File: src/sv/voxel_ray_traversal_assert.svh
// assertion macros for the voxel ray traversal block
`ifndef VOXEL_RAY_TRAVERSAL_ASSERT_SVH
`define VOXEL_RAY_TRAVERSAL_ASSERT_SVH
`ifndef SYNTH
`define VRT_ASSERT(label, clk, rst_n, prop, msg) \
    label: assert property (@(posedge clk) disable iff (!rst_n) prop) else $error(msg);
`define VRT_ASSERT_NORST(label, clk, prop, msg) \
    label: assert property (@(posedge clk) prop) else $error(msg);
`else
`define VRT_ASSERT(label, clk, rst_n, prop, msg)
`define VRT_ASSERT_NORST(label, clk, prop, msg)
`endif
`endif

File: src/sv/vrt_pkg.sv
// shared types and constants for the voxel ray traversal block
`timescale 1ns / 1ps
package vrt_pkg;
    localparam int CHUNK_WIDTH_LOG2_DEF = 4;
    localparam int CHUNK_DEPTH_LOG2_DEF = 4;
    localparam int T_FRACTION_BITS_DEF  = 16;
    localparam logic [7:0] MAX_DISTANCE_RESET = 8'd12;

    localparam logic [1:0] RK_QUERY = 2'd0;
    localparam logic [1:0] RK_HIT   = 2'd1;
    localparam logic [1:0] RK_MISS  = 2'd2;

    localparam logic [2:0] FACE_LEFT   = 3'd0;
    localparam logic [2:0] FACE_RIGHT  = 3'd1;
    localparam logic [2:0] FACE_BOTTOM = 3'd2;
    localparam logic [2:0] FACE_TOP    = 3'd3;
    localparam logic [2:0] FACE_FRONT  = 3'd4;
    localparam logic [2:0] FACE_BACK   = 3'd5;

    localparam logic [1:0] AXIS_X    = 2'd0;
    localparam logic [1:0] AXIS_Y    = 2'd1;
    localparam logic [1:0] AXIS_Z    = 2'd2;
    localparam logic [1:0] AXIS_NONE = 2'd3;

    // commands from controller to datapath
    typedef struct packed {
        logic load_ray;    // capture origin, start setup
        logic div_start;   // start divide for div_axis
        logic div_incr;    // 0 first crossing, 1 increment
        logic [1:0] div_axis;
        logic step;        // step along smallest crossing
        logic emit;        // load output register
        logic emit_hit;
    } vrt_cmd_t;

    typedef struct packed {
        logic div_done;
        logic in_limit;
    } vrt_status_t;
endpackage

File: src/sv/vrt_divider.sv
// restoring divider, one quotient bit per cycle, saturating to 32 bits
`timescale 1ns / 1ps
module vrt_divider
(
    input  logic        clk,
    input  logic        rst_n,
    input  logic        start,
    input  logic [63:0] dividend,
    input  logic [15:0] divisor,
    output logic        done,
    output logic [31:0] quotient
);
    logic [63:0] quo_reg, quo_next;
    logic [15:0] rem_reg, rem_next;
    logic [15:0] dvs_reg, dvs_next;
    logic [6:0]  cnt_reg, cnt_next;
    logic        busy_reg, busy_next;
    logic        done_reg, done_next;
    logic [16:0] trial;
    logic [16:0] shifted;

    always_comb
    begin
        quo_next  = quo_reg;
        rem_next  = rem_reg;
        dvs_next  = dvs_reg;
        cnt_next  = cnt_reg;
        busy_next = busy_reg;
        done_next = 1'b0;
        shifted   = {rem_reg, quo_reg[63]};
        trial     = shifted - {1'b0, dvs_reg};
        if (start)
        begin
            quo_next  = dividend;
            rem_next  = '0;
            dvs_next  = divisor;
            cnt_next  = 7'd64;
            busy_next = 1'b1;
        end
        else if (busy_reg)
        begin
            if (shifted >= {1'b0, dvs_reg})
            begin
                rem_next = trial[15:0];
                quo_next = {quo_reg[62:0], 1'b1};
            end
            else
            begin
                rem_next = shifted[15:0];
                quo_next = {quo_reg[62:0], 1'b0};
            end
            cnt_next = cnt_reg - 7'd1;
            if (cnt_reg == 7'd1)
            begin
                busy_next = 1'b0;
                done_next = 1'b1;
            end
        end
    end

    always_ff @(posedge clk or negedge rst_n)
    begin
        if (!rst_n)
        begin
            busy_reg <= 1'b0;
            done_reg <= 1'b0;
            cnt_reg  <= '0;
        end
        else
        begin
            busy_reg <= busy_next;
            done_reg <= done_next;
            cnt_reg  <= cnt_next;
        end
    end

    always_ff @(posedge clk)
    begin
        quo_reg <= quo_next;
        rem_reg <= rem_next;
        dvs_reg <= dvs_next;
    end

    assign done     = done_reg;
    assign quotient = (quo_reg[63:32] != 32'd0) ? 32'hFFFF_FFFF : quo_reg[31:0];
endmodule

File: src/sv/vrt_datapath.sv
// ray state registers, setup divides, stepping and output register
`timescale 1ns / 1ps
module vrt_datapath
#(
    parameter int CHUNK_WIDTH_LOG2 = vrt_pkg::CHUNK_WIDTH_LOG2_DEF,
    parameter int CHUNK_DEPTH_LOG2 = vrt_pkg::CHUNK_DEPTH_LOG2_DEF,
    parameter int T_FRACTION_BITS  = vrt_pkg::T_FRACTION_BITS_DEF
)
(
    input  logic                clk,
    input  logic                rst_n,
    input  vrt_pkg::vrt_cmd_t   cmd,
    output vrt_pkg::vrt_status_t status,
    input  logic [7:0]          max_distance,
    input  logic [31:0]         in_origin_x,
    input  logic [31:0]         in_origin_y,
    input  logic [31:0]         in_origin_z,
    input  logic [15:0]         in_dir_x,
    input  logic [15:0]         in_dir_y,
    input  logic [15:0]         in_dir_z,
    output logic [1:0]          o_kind,
    output logic [19:0]         o_vx,
    output logic [19:0]         o_vy,
    output logic [19:0]         o_vz,
    output logic [15:0]         o_cx,
    output logic [15:0]         o_cz,
    output logic [2:0]          o_face
);
    import vrt_pkg::*;

    localparam int LIMW = 8 + T_FRACTION_BITS;

    logic [19:0] vox_reg [3];
    logic [11:0] frac_reg [3];
    logic [15:0] dir_reg [3];
    logic [31:0] cross_reg [3];
    logic [31:0] incr_reg [3];
    logic [31:0] dist_reg;
    logic [1:0]  last_reg;
    logic        div_incr_reg;
    logic [1:0]  div_axis_reg;

    logic [15:0] dsel;
    logic [15:0] mag;
    logic [12:0] num;
    logic [63:0] dividend;
    logic        div_done;
    logic [31:0] quotient;
    logic [1:0]  ax;
    logic [32:0] sum;
    logic [LIMW-1:0] limit;
    logic [19:0] vsel;
    logic [2:0]  face;

    assign dsel = dir_reg[cmd.div_axis];
    assign mag  = dsel[15] ? (~dsel) + 16'd1 : dsel;
    assign num  = dsel[15] ? {1'b0, frac_reg[cmd.div_axis]}
                           : 13'd4096 - {1'b0, frac_reg[cmd.div_axis]};
    assign dividend = cmd.div_incr ? (64'd1 << (T_FRACTION_BITS + 14))
                                   : (64'(num) << (T_FRACTION_BITS + 2));

    vrt_divider u_div
    (
        .clk      (clk),
        .rst_n    (rst_n),
        .start    (cmd.div_start),
        .dividend (dividend),
        .divisor  (mag),
        .done     (div_done),
        .quotient (quotient)
    );

    // strict x first, then y, else z
    always_comb
    begin
        if (cross_reg[0] < cross_reg[1] && cross_reg[0] < cross_reg[2])
            ax = AXIS_X;
        else if (cross_reg[1] < cross_reg[2])
            ax = AXIS_Y;
        else
            ax = AXIS_Z;
    end

    assign sum   = {1'b0, cross_reg[ax]} + {1'b0, incr_reg[ax]};
    assign limit = {max_distance, {T_FRACTION_BITS{1'b0}}};
    assign status.div_done = div_done;
    assign status.in_limit = (33'(dist_reg) < 33'(limit));

    always_comb
    begin
        case (last_reg)
            AXIS_X:  face = dir_reg[0][15] ? FACE_RIGHT : FACE_LEFT;
            AXIS_Y:  face = dir_reg[1][15] ? FACE_TOP : FACE_BOTTOM;
            AXIS_Z:  face = dir_reg[2][15] ? FACE_BACK : FACE_FRONT;
            default: face = FACE_FRONT;
        endcase
    end

    always_ff @(posedge clk or negedge rst_n)
    begin
        if (!rst_n)
        begin
            last_reg <= AXIS_NONE;
            dist_reg <= '0;
        end
        else if (cmd.load_ray)
        begin
            last_reg <= AXIS_NONE;
            dist_reg <= '0;
        end
        else if (cmd.step)
        begin
            last_reg <= ax;
            dist_reg <= cross_reg[ax];
        end
    end

    always_ff @(posedge clk)
    begin
        if (cmd.load_ray)
        begin
            vox_reg[0]  <= in_origin_x[31:12];
            vox_reg[1]  <= in_origin_y[31:12];
            vox_reg[2]  <= in_origin_z[31:12];
            frac_reg[0] <= in_origin_x[11:0];
            frac_reg[1] <= in_origin_y[11:0];
            frac_reg[2] <= in_origin_z[11:0];
            dir_reg[0]  <= in_dir_x;
            dir_reg[1]  <= in_dir_y;
            dir_reg[2]  <= in_dir_z;
        end
        if (cmd.div_start)
        begin
            div_incr_reg <= cmd.div_incr;
            div_axis_reg <= cmd.div_axis;
        end
        if (div_done)
        begin
            if (dir_reg[div_axis_reg] == 16'd0)
            begin
                cross_reg[div_axis_reg] <= 32'hFFFF_FFFF;
                incr_reg[div_axis_reg]  <= 32'hFFFF_FFFF;
            end
            else if (div_incr_reg)
                incr_reg[div_axis_reg]  <= quotient;
            else
                cross_reg[div_axis_reg] <= quotient;
        end
        if (cmd.step)
        begin
            if (dir_reg[ax] != 16'd0)
                vox_reg[ax] <= dir_reg[ax][15] ? vox_reg[ax] - 20'd1 : vox_reg[ax] + 20'd1;
            cross_reg[ax] <= sum[32] ? 32'hFFFF_FFFF : sum[31:0];
        end
        if (cmd.emit)
        begin
            if (cmd.emit_hit || status.in_limit)
            begin
                o_kind <= cmd.emit_hit ? RK_HIT : RK_QUERY;
                o_vx   <= vox_reg[0];
                o_vy   <= vox_reg[1];
                o_vz   <= vox_reg[2];
                o_cx   <= 16'(20'($signed(vox_reg[0]) >>> CHUNK_WIDTH_LOG2));
                o_cz   <= 16'(20'($signed(vox_reg[2]) >>> CHUNK_DEPTH_LOG2));
                o_face <= cmd.emit_hit ? face : FACE_LEFT;
            end
            else
            begin
                o_kind <= RK_MISS;
                o_vx   <= '0;
                o_vy   <= '0;
                o_vz   <= '0;
                o_cx   <= '0;
                o_cz   <= '0;
                o_face <= FACE_BACK;
            end
        end
    end
endmodule

File: src/sv/vrt_ctrl.sv
// control state machine for ray setup, stepping and output handshake
`timescale 1ns / 1ps
module vrt_ctrl
(
    input  logic                 clk,
    input  logic                 rst_n,
    input  logic                 in_valid,
    output logic                 in_ready,
    input  logic                 in_kind,
    input  logic                 in_solid,
    output logic                 out_valid,
    input  logic                 out_ready,
    output vrt_pkg::vrt_cmd_t    cmd,
    input  vrt_pkg::vrt_status_t status
);
    import vrt_pkg::*;

    typedef enum logic [4:0] {
        S_IDLE = 5'b00001,
        S_DIV  = 5'b00010,
        S_WAIT = 5'b00100,
        S_STEP = 5'b01000,
        S_EMIT = 5'b10000
    } state_t;

    state_t      state_reg, state_next;
    logic [2:0]  idx_reg, idx_next;   // {axis, incr} divide sequence 0..5
    logic        active_reg, active_next;
    logic        ov_reg, ov_next;
    logic        hit_reg, hit_next;
    logic        accept;

    assign in_ready  = (state_reg == S_IDLE) && (!ov_reg || out_ready);
    assign accept    = in_valid && in_ready;
    assign out_valid = ov_reg;

    always_comb
    begin
        state_next  = state_reg;
        idx_next    = idx_reg;
        active_next = active_reg;
        hit_next    = hit_reg;
        ov_next     = ov_reg && !out_ready;
        cmd         = '0;
        cmd.div_axis = idx_reg[2:1];
        cmd.div_incr = idx_reg[0];
        case (state_reg)
            S_IDLE:
            begin
                if (accept)
                begin
                    if (!in_kind)
                    begin
                        cmd.load_ray = 1'b1;
                        idx_next     = '0;
                        active_next  = 1'b1;
                        state_next   = S_DIV;
                    end
                    else if (active_reg)
                    begin
                        hit_next   = in_solid;
                        state_next = in_solid ? S_EMIT : S_STEP;
                    end
                end
            end
            S_DIV:
            begin
                cmd.div_start = 1'b1;
                state_next    = S_WAIT;
            end
            S_WAIT:
            begin
                if (status.div_done)
                begin
                    if (idx_reg == 3'd5)
                    begin
                        hit_next   = 1'b0;
                        state_next = S_EMIT;
                    end
                    else
                    begin
                        idx_next   = idx_reg + 3'd1;
                        state_next = S_DIV;
                    end
                end
            end
            S_STEP:
            begin
                cmd.step   = 1'b1;
                state_next = S_EMIT;
            end
            S_EMIT:
            begin
                cmd.emit     = 1'b1;
                cmd.emit_hit = hit_reg;
                ov_next      = 1'b1;
                if (hit_reg || !status.in_limit)
                    active_next = 1'b0;
                state_next = S_IDLE;
            end
            default: state_next = S_IDLE;
        endcase
    end

    always_ff @(posedge clk or negedge rst_n)
    begin
        if (!rst_n)
        begin
            state_reg  <= S_IDLE;
            idx_reg    <= '0;
            active_reg <= 1'b0;
            ov_reg     <= 1'b0;
            hit_reg    <= 1'b0;
        end
        else
        begin
            state_reg  <= state_next;
            idx_reg    <= idx_next;
            active_reg <= active_next;
            ov_reg     <= ov_next;
            hit_reg    <= hit_next;
        end
    end
endmodule

File: src/sv/voxel_ray_traversal.sv
// top level of the voxel ray traversal block
// a new ray runs six divides in turn on the single shared bit-serial divider
//   (each one: start, the quotient bits, done) and then emit
// an air answer goes from accept through step, emit and the output register
// a solid answer skips the step; one word is in flight at a time
// reset: asynchronous active low, clears control state and sets max_distance to 12
`timescale 1ns / 1ps
`include "voxel_ray_traversal_assert.svh"
module voxel_ray_traversal
#(
    parameter int CHUNK_WIDTH_LOG2 = vrt_pkg::CHUNK_WIDTH_LOG2_DEF,
    parameter int CHUNK_DEPTH_LOG2 = vrt_pkg::CHUNK_DEPTH_LOG2_DEF,
    parameter int T_FRACTION_BITS  = vrt_pkg::T_FRACTION_BITS_DEF
)
(
    input  logic        clk,
    input  logic        rst_n,
    // configuration
    input  logic        cfg_we,
    input  logic [7:0]  cfg_wdata,
    // input word
    input  logic        in_valid,
    output logic        in_ready,
    input  logic        kind,
    input  logic [31:0] origin_x,
    input  logic [31:0] origin_y,
    input  logic [31:0] origin_z,
    input  logic [15:0] dir_x,
    input  logic [15:0] dir_y,
    input  logic [15:0] dir_z,
    input  logic        solid,
    // result word
    output logic        out_valid,
    input  logic        out_ready,
    output logic [1:0]  result_kind,
    output logic [19:0] voxel_x,
    output logic [19:0] voxel_y,
    output logic [19:0] voxel_z,
    output logic [15:0] chunk_x,
    output logic [15:0] chunk_z,
    output logic [2:0]  face
);
    import vrt_pkg::*;

    logic [7:0]  max_dist_reg;
    vrt_cmd_t    cmd;
    vrt_status_t status;

    // ray length limit register
    always_ff @(posedge clk or negedge rst_n)
    begin
        if (!rst_n)
            max_dist_reg <= MAX_DISTANCE_RESET;
        else if (cfg_we)
            max_dist_reg <= cfg_wdata;
    end

    // sequencer: setup divides, step, emit
    vrt_ctrl u_ctrl
    (
        .clk       (clk),
        .rst_n     (rst_n),
        .in_valid  (in_valid),
        .in_ready  (in_ready),
        .in_kind   (kind),
        .in_solid  (solid),
        .out_valid (out_valid),
        .out_ready (out_ready),
        .cmd       (cmd),
        .status    (status)
    );

    // ray state and arithmetic
    vrt_datapath
    #(
        .CHUNK_WIDTH_LOG2 (CHUNK_WIDTH_LOG2),
        .CHUNK_DEPTH_LOG2 (CHUNK_DEPTH_LOG2),
        .T_FRACTION_BITS  (T_FRACTION_BITS)
    )
    u_dp
    (
        .clk          (clk),
        .rst_n        (rst_n),
        .cmd          (cmd),
        .status       (status),
        .max_distance (max_dist_reg),
        .in_origin_x  (origin_x),
        .in_origin_y  (origin_y),
        .in_origin_z  (origin_z),
        .in_dir_x     (dir_x),
        .in_dir_y     (dir_y),
        .in_dir_z     (dir_z),
        .o_kind       (result_kind),
        .o_vx         (voxel_x),
        .o_vy         (voxel_y),
        .o_vz         (voxel_z),
        .o_cx         (chunk_x),
        .o_cz         (chunk_z),
        .o_face       (face)
    );

    // no new word taken while a result is pending and not being taken
    `VRT_ASSERT(a_no_accept_stalled, clk, rst_n, (out_valid && !out_ready) |-> !in_ready, "accept while stalled")
    // a step and an emit never share a cycle
    `VRT_ASSERT(a_step_emit, clk, rst_n, !(cmd.step && cmd.emit), "step and emit together")
    // emit always raises the output valid
    `VRT_ASSERT(a_emit_valid, clk, rst_n, cmd.emit |=> out_valid, "emit without valid")
endmodule
File: config.mk
export PLATFORM = sky130hd
export DESIGN_NAME = voxel_ray_traversal
export DESIGN_NICKNAME = d
export VERILOG_FILES = /design/src/sv/vrt_pkg.sv /design/src/sv/vrt_divider.sv /design/src/sv/vrt_datapath.sv /design/src/sv/vrt_ctrl.sv /design/src/sv/voxel_ray_traversal.sv
export VERILOG_INCLUDE_DIRS = /design/src /design/src/sv
export SDC_FILE = /design/constraint.sdc
export NUM_CORES = 1
export LEC_CHECK = 0
export ABC_AREA = 1
export BUFFER_PORTS_ARGS = -buffer_cell sky130_fd_sc_hd__buf_2
export CAP_MARGIN = 10
export CORE_UTILIZATION = 60
export CTS_CLUSTER_DIAMETER = 40
export CTS_CLUSTER_SIZE = 28
export DETAILED_ROUTE_END_ITERATION = 10
export GPL_TIMING_DRIVEN = 0
export PLACE_DENSITY = 0.8
export SYNTH_ARGS = -nofsm -noshare
export SYNTH_HDL_FRONTEND = slang
export SYNTH_SLANG_ARGS = --single-unit
File: constraint.sdc
create_clock -name clk -period 7.56 [get_ports clk]
set_input_delay 0 -clock clk [delete_from_list [all_inputs] [get_ports clk]]
set_output_delay 0 -clock clk [all_outputs]
set_load 0.01 [all_outputs]
==> out/qor.txt <==
critical path data required time - 7900 ps
DP Wirelength - 65000 um
DRC Markers - 0
Area contributors post-synth - edfxtp_1, nand2_1, ha_1
CP Launch Type - flop
first-pass GRT wire length - 142000 um
drt first pass iters - 9
Initial Utilization - 0.613
register area share after synthesis - 0.545
Port-buffer cells - 257
Unique masters post-synth - 57
# IOs - 258
Mapped Nets - 3460
Post-synth top cells - nand2_1, edfxtp_1, inv_1, nor2_1, a21oi_1
placer congestion estimate - 1.03
crit path capture type - flop
Synthesis Warnings - 0
final antenna-violating net count - 0
root buffer cell - clkbuf_16
Die W - 224 um
crit path time final - 6930 ps
Fmax - 144 MHz
initial antenna violation count - 4
grt ovf - 0
Initial DRC Count - 3415
P&R area growth vs syn - 22.1%
dominant cell by count in the synthesized netlist - nand2_1
RSZ-0062 raised after global routing - no
Post-synth EDFFs - 484
Hold Path Class - in2reg
cts repair resizes - 0
Max clock buf depth - 3
die height - 224 um
post-synthesis async set-or-reset flop share - 0.0839
Worst-Margin Slew - 1260 ps
Syn Inst Count - 3126
Layout Nets - 3977
Multi-input gate area - 11100 sq um
setup_tns - 0 ps
area leader, netlist - edfxtp_1
share of cells above drive strength 1 - 0.136
fin crit share - 0.916
status - finished clean
synthesized area - 29400 sq um
Sink Count - 548
synthesized area per cell - 9.42 sq um
CP most frequent cell - nand2_1
final hold vios - 0
Skew-Pair Late Insertion Delay - 630 ps
post-synth top area share - 0.494
Layout fillers - 3094
pwr dens - 333 nW/um^2
FF-to-FF path depth - 29
LEAKAGE - 15.6 nW
WL/cell - 21.9 um
# setup viols final - 0
crit-path max cell delay - 460 ps
ys flop type - edfxtp_1
die area - 50000 sq um
core area - 48000 sq um
fin util - 0.748
clock slew at reported path FFs - 60 ps
vias in the first global route - 26.0k
Vias - 26.4k
kind of critical path - reg2reg
Core Rows - 80
CTS tree - built
CTS buffer count - 68
Slew HR - 0.157
hold-critical path depth - 2
fin. max-slew vios - 0
gr usage total - 0.374
#FFs+latches synth - 548
H-tree Lvls - 3
Worst Path Max Fanout - 10
slowest CP cell - fa_1
peak supply drop - 280 uV
FF/Latch Area - 16100 sq um
vias per cell - 6.12
skew final - 41.9 ps
WP data arrival - 7270 ps
largest net degree at the start of global routing - 48
max_cap viols - 0
power consumption - 12.0 mW
WL final - 94500 um
==> logic make-up (layout without fill, tap and decap cells) <==
kind of cell    Yosys count  count (layout)  synth area share
simple gates           1147            1147             0.163
compound gates          606             606             0.115
buf+inv                 578            1151            0.0802
flops                   548             548             0.545
fa+ha+maj               175             175            0.0751
xor+xnor                 71              71            0.0211
mux                       1               1          0.000382
other cells               0               4                 0
==> metal layers <==
layer / global-route usage / vias up / share of wire
met5: 0 / - / 0
met4: 0.209 / 0 / 0.062
met3: 0.0843 / 438 / 0.11
met2: 0.611 / 1971 / 0.47
met1: 0.460 / 12300 / 0.36
li1: - / 11700 / -
==> worst max-delay path: cells and delay by family, from the launching register on <==
| family | cells | cell delay (ps) |
|---|---|---|
| and+or+nand+nor | 13 | 2310 |
| buffers and inverters | 8 | 1870 |
| AOI/OAI and AO/OA | 6 | 1280 |
| adders and majority gates | 2 | 780 |
| DFF | 1 | 420 |
==> per-stage QoR <==
step	instances	setup slack [ps]	cell area (sq um)	hold slack [ps]
6_report	4318	632	35900	82.2
5_1_grt	4318	420	35900	70.6
4_1_cts	4312	840	35900	65.2
3_5_place_dp	4015	906	31800	178
3_3_place_gp	3998	-1670	31500	176
2_1_floorplan	3126	1080	29400	-296
==> cell usage in the layout (no fill, tap or decap), types with 72 or more instances in the layout <==
master / n
a21oi_1: 212
buf_2: 274
clkbuf_16: 72
dlygate4sd3_1: 172
edfxtp_1: 484
ha_1: 172
inv_1: 425
nand2_1: 604
nand3_1: 141
nor2_1: 283
o21ai_0: 204
o22ai_1: 74
==> final cells by class <==
class,count,share of cell area
well taps,615,0.0214
clock buffers,77,0.0512
plain buffers,140,0.0199
flip-flops and latches,548,0.447
repair buffers,447,0.0915
inverters,438,0.0457
diodes,4,0.000279
clock inverters,49,0.0146
multi-input cells,2000,0.309
==> where the power goes <==
part | internal, mW | switching (mW) | leakage (nW) | total (mW)
sequential | 4.13 | 0.288 | 5.60 | 4.42
combinational | 1.28 | 2.90 | 8.86 | 4.17
clock | 1.93 | 1.44 | 1.15 | 3.36
total | 7.34 | 4.62 | 15.6 | 12.0
==> path summary, 6_finish.rpt <==
path                                             from  slack, ps                    end
worst max register to register  u_dp.cross_reg[1][31]        630  u_dp.cross_reg[1][15]
max in group asynchronous                       rst_n       6440       u_dp.last_reg[1]
worst max-delay path            u_dp.cross_reg[1][31]        630  u_dp.cross_reg[1][15]
min in group asynchronous                       rst_n        480      u_dp.dist_reg[19]
worst min register to register      u_ctrl.idx_reg[2]        480   u_dp.div_axis_reg[1]
worst min-delay path                      origin_x[0]         80    u_dp.frac_reg[0][0]
==> what timing repair did <==
item,in CTS,in global routing
setup buffers,0,0
endpoints found under the hold margin,224,9
hold buffers,171,1
Note: power is estimated with default switching activity, not from simulation.
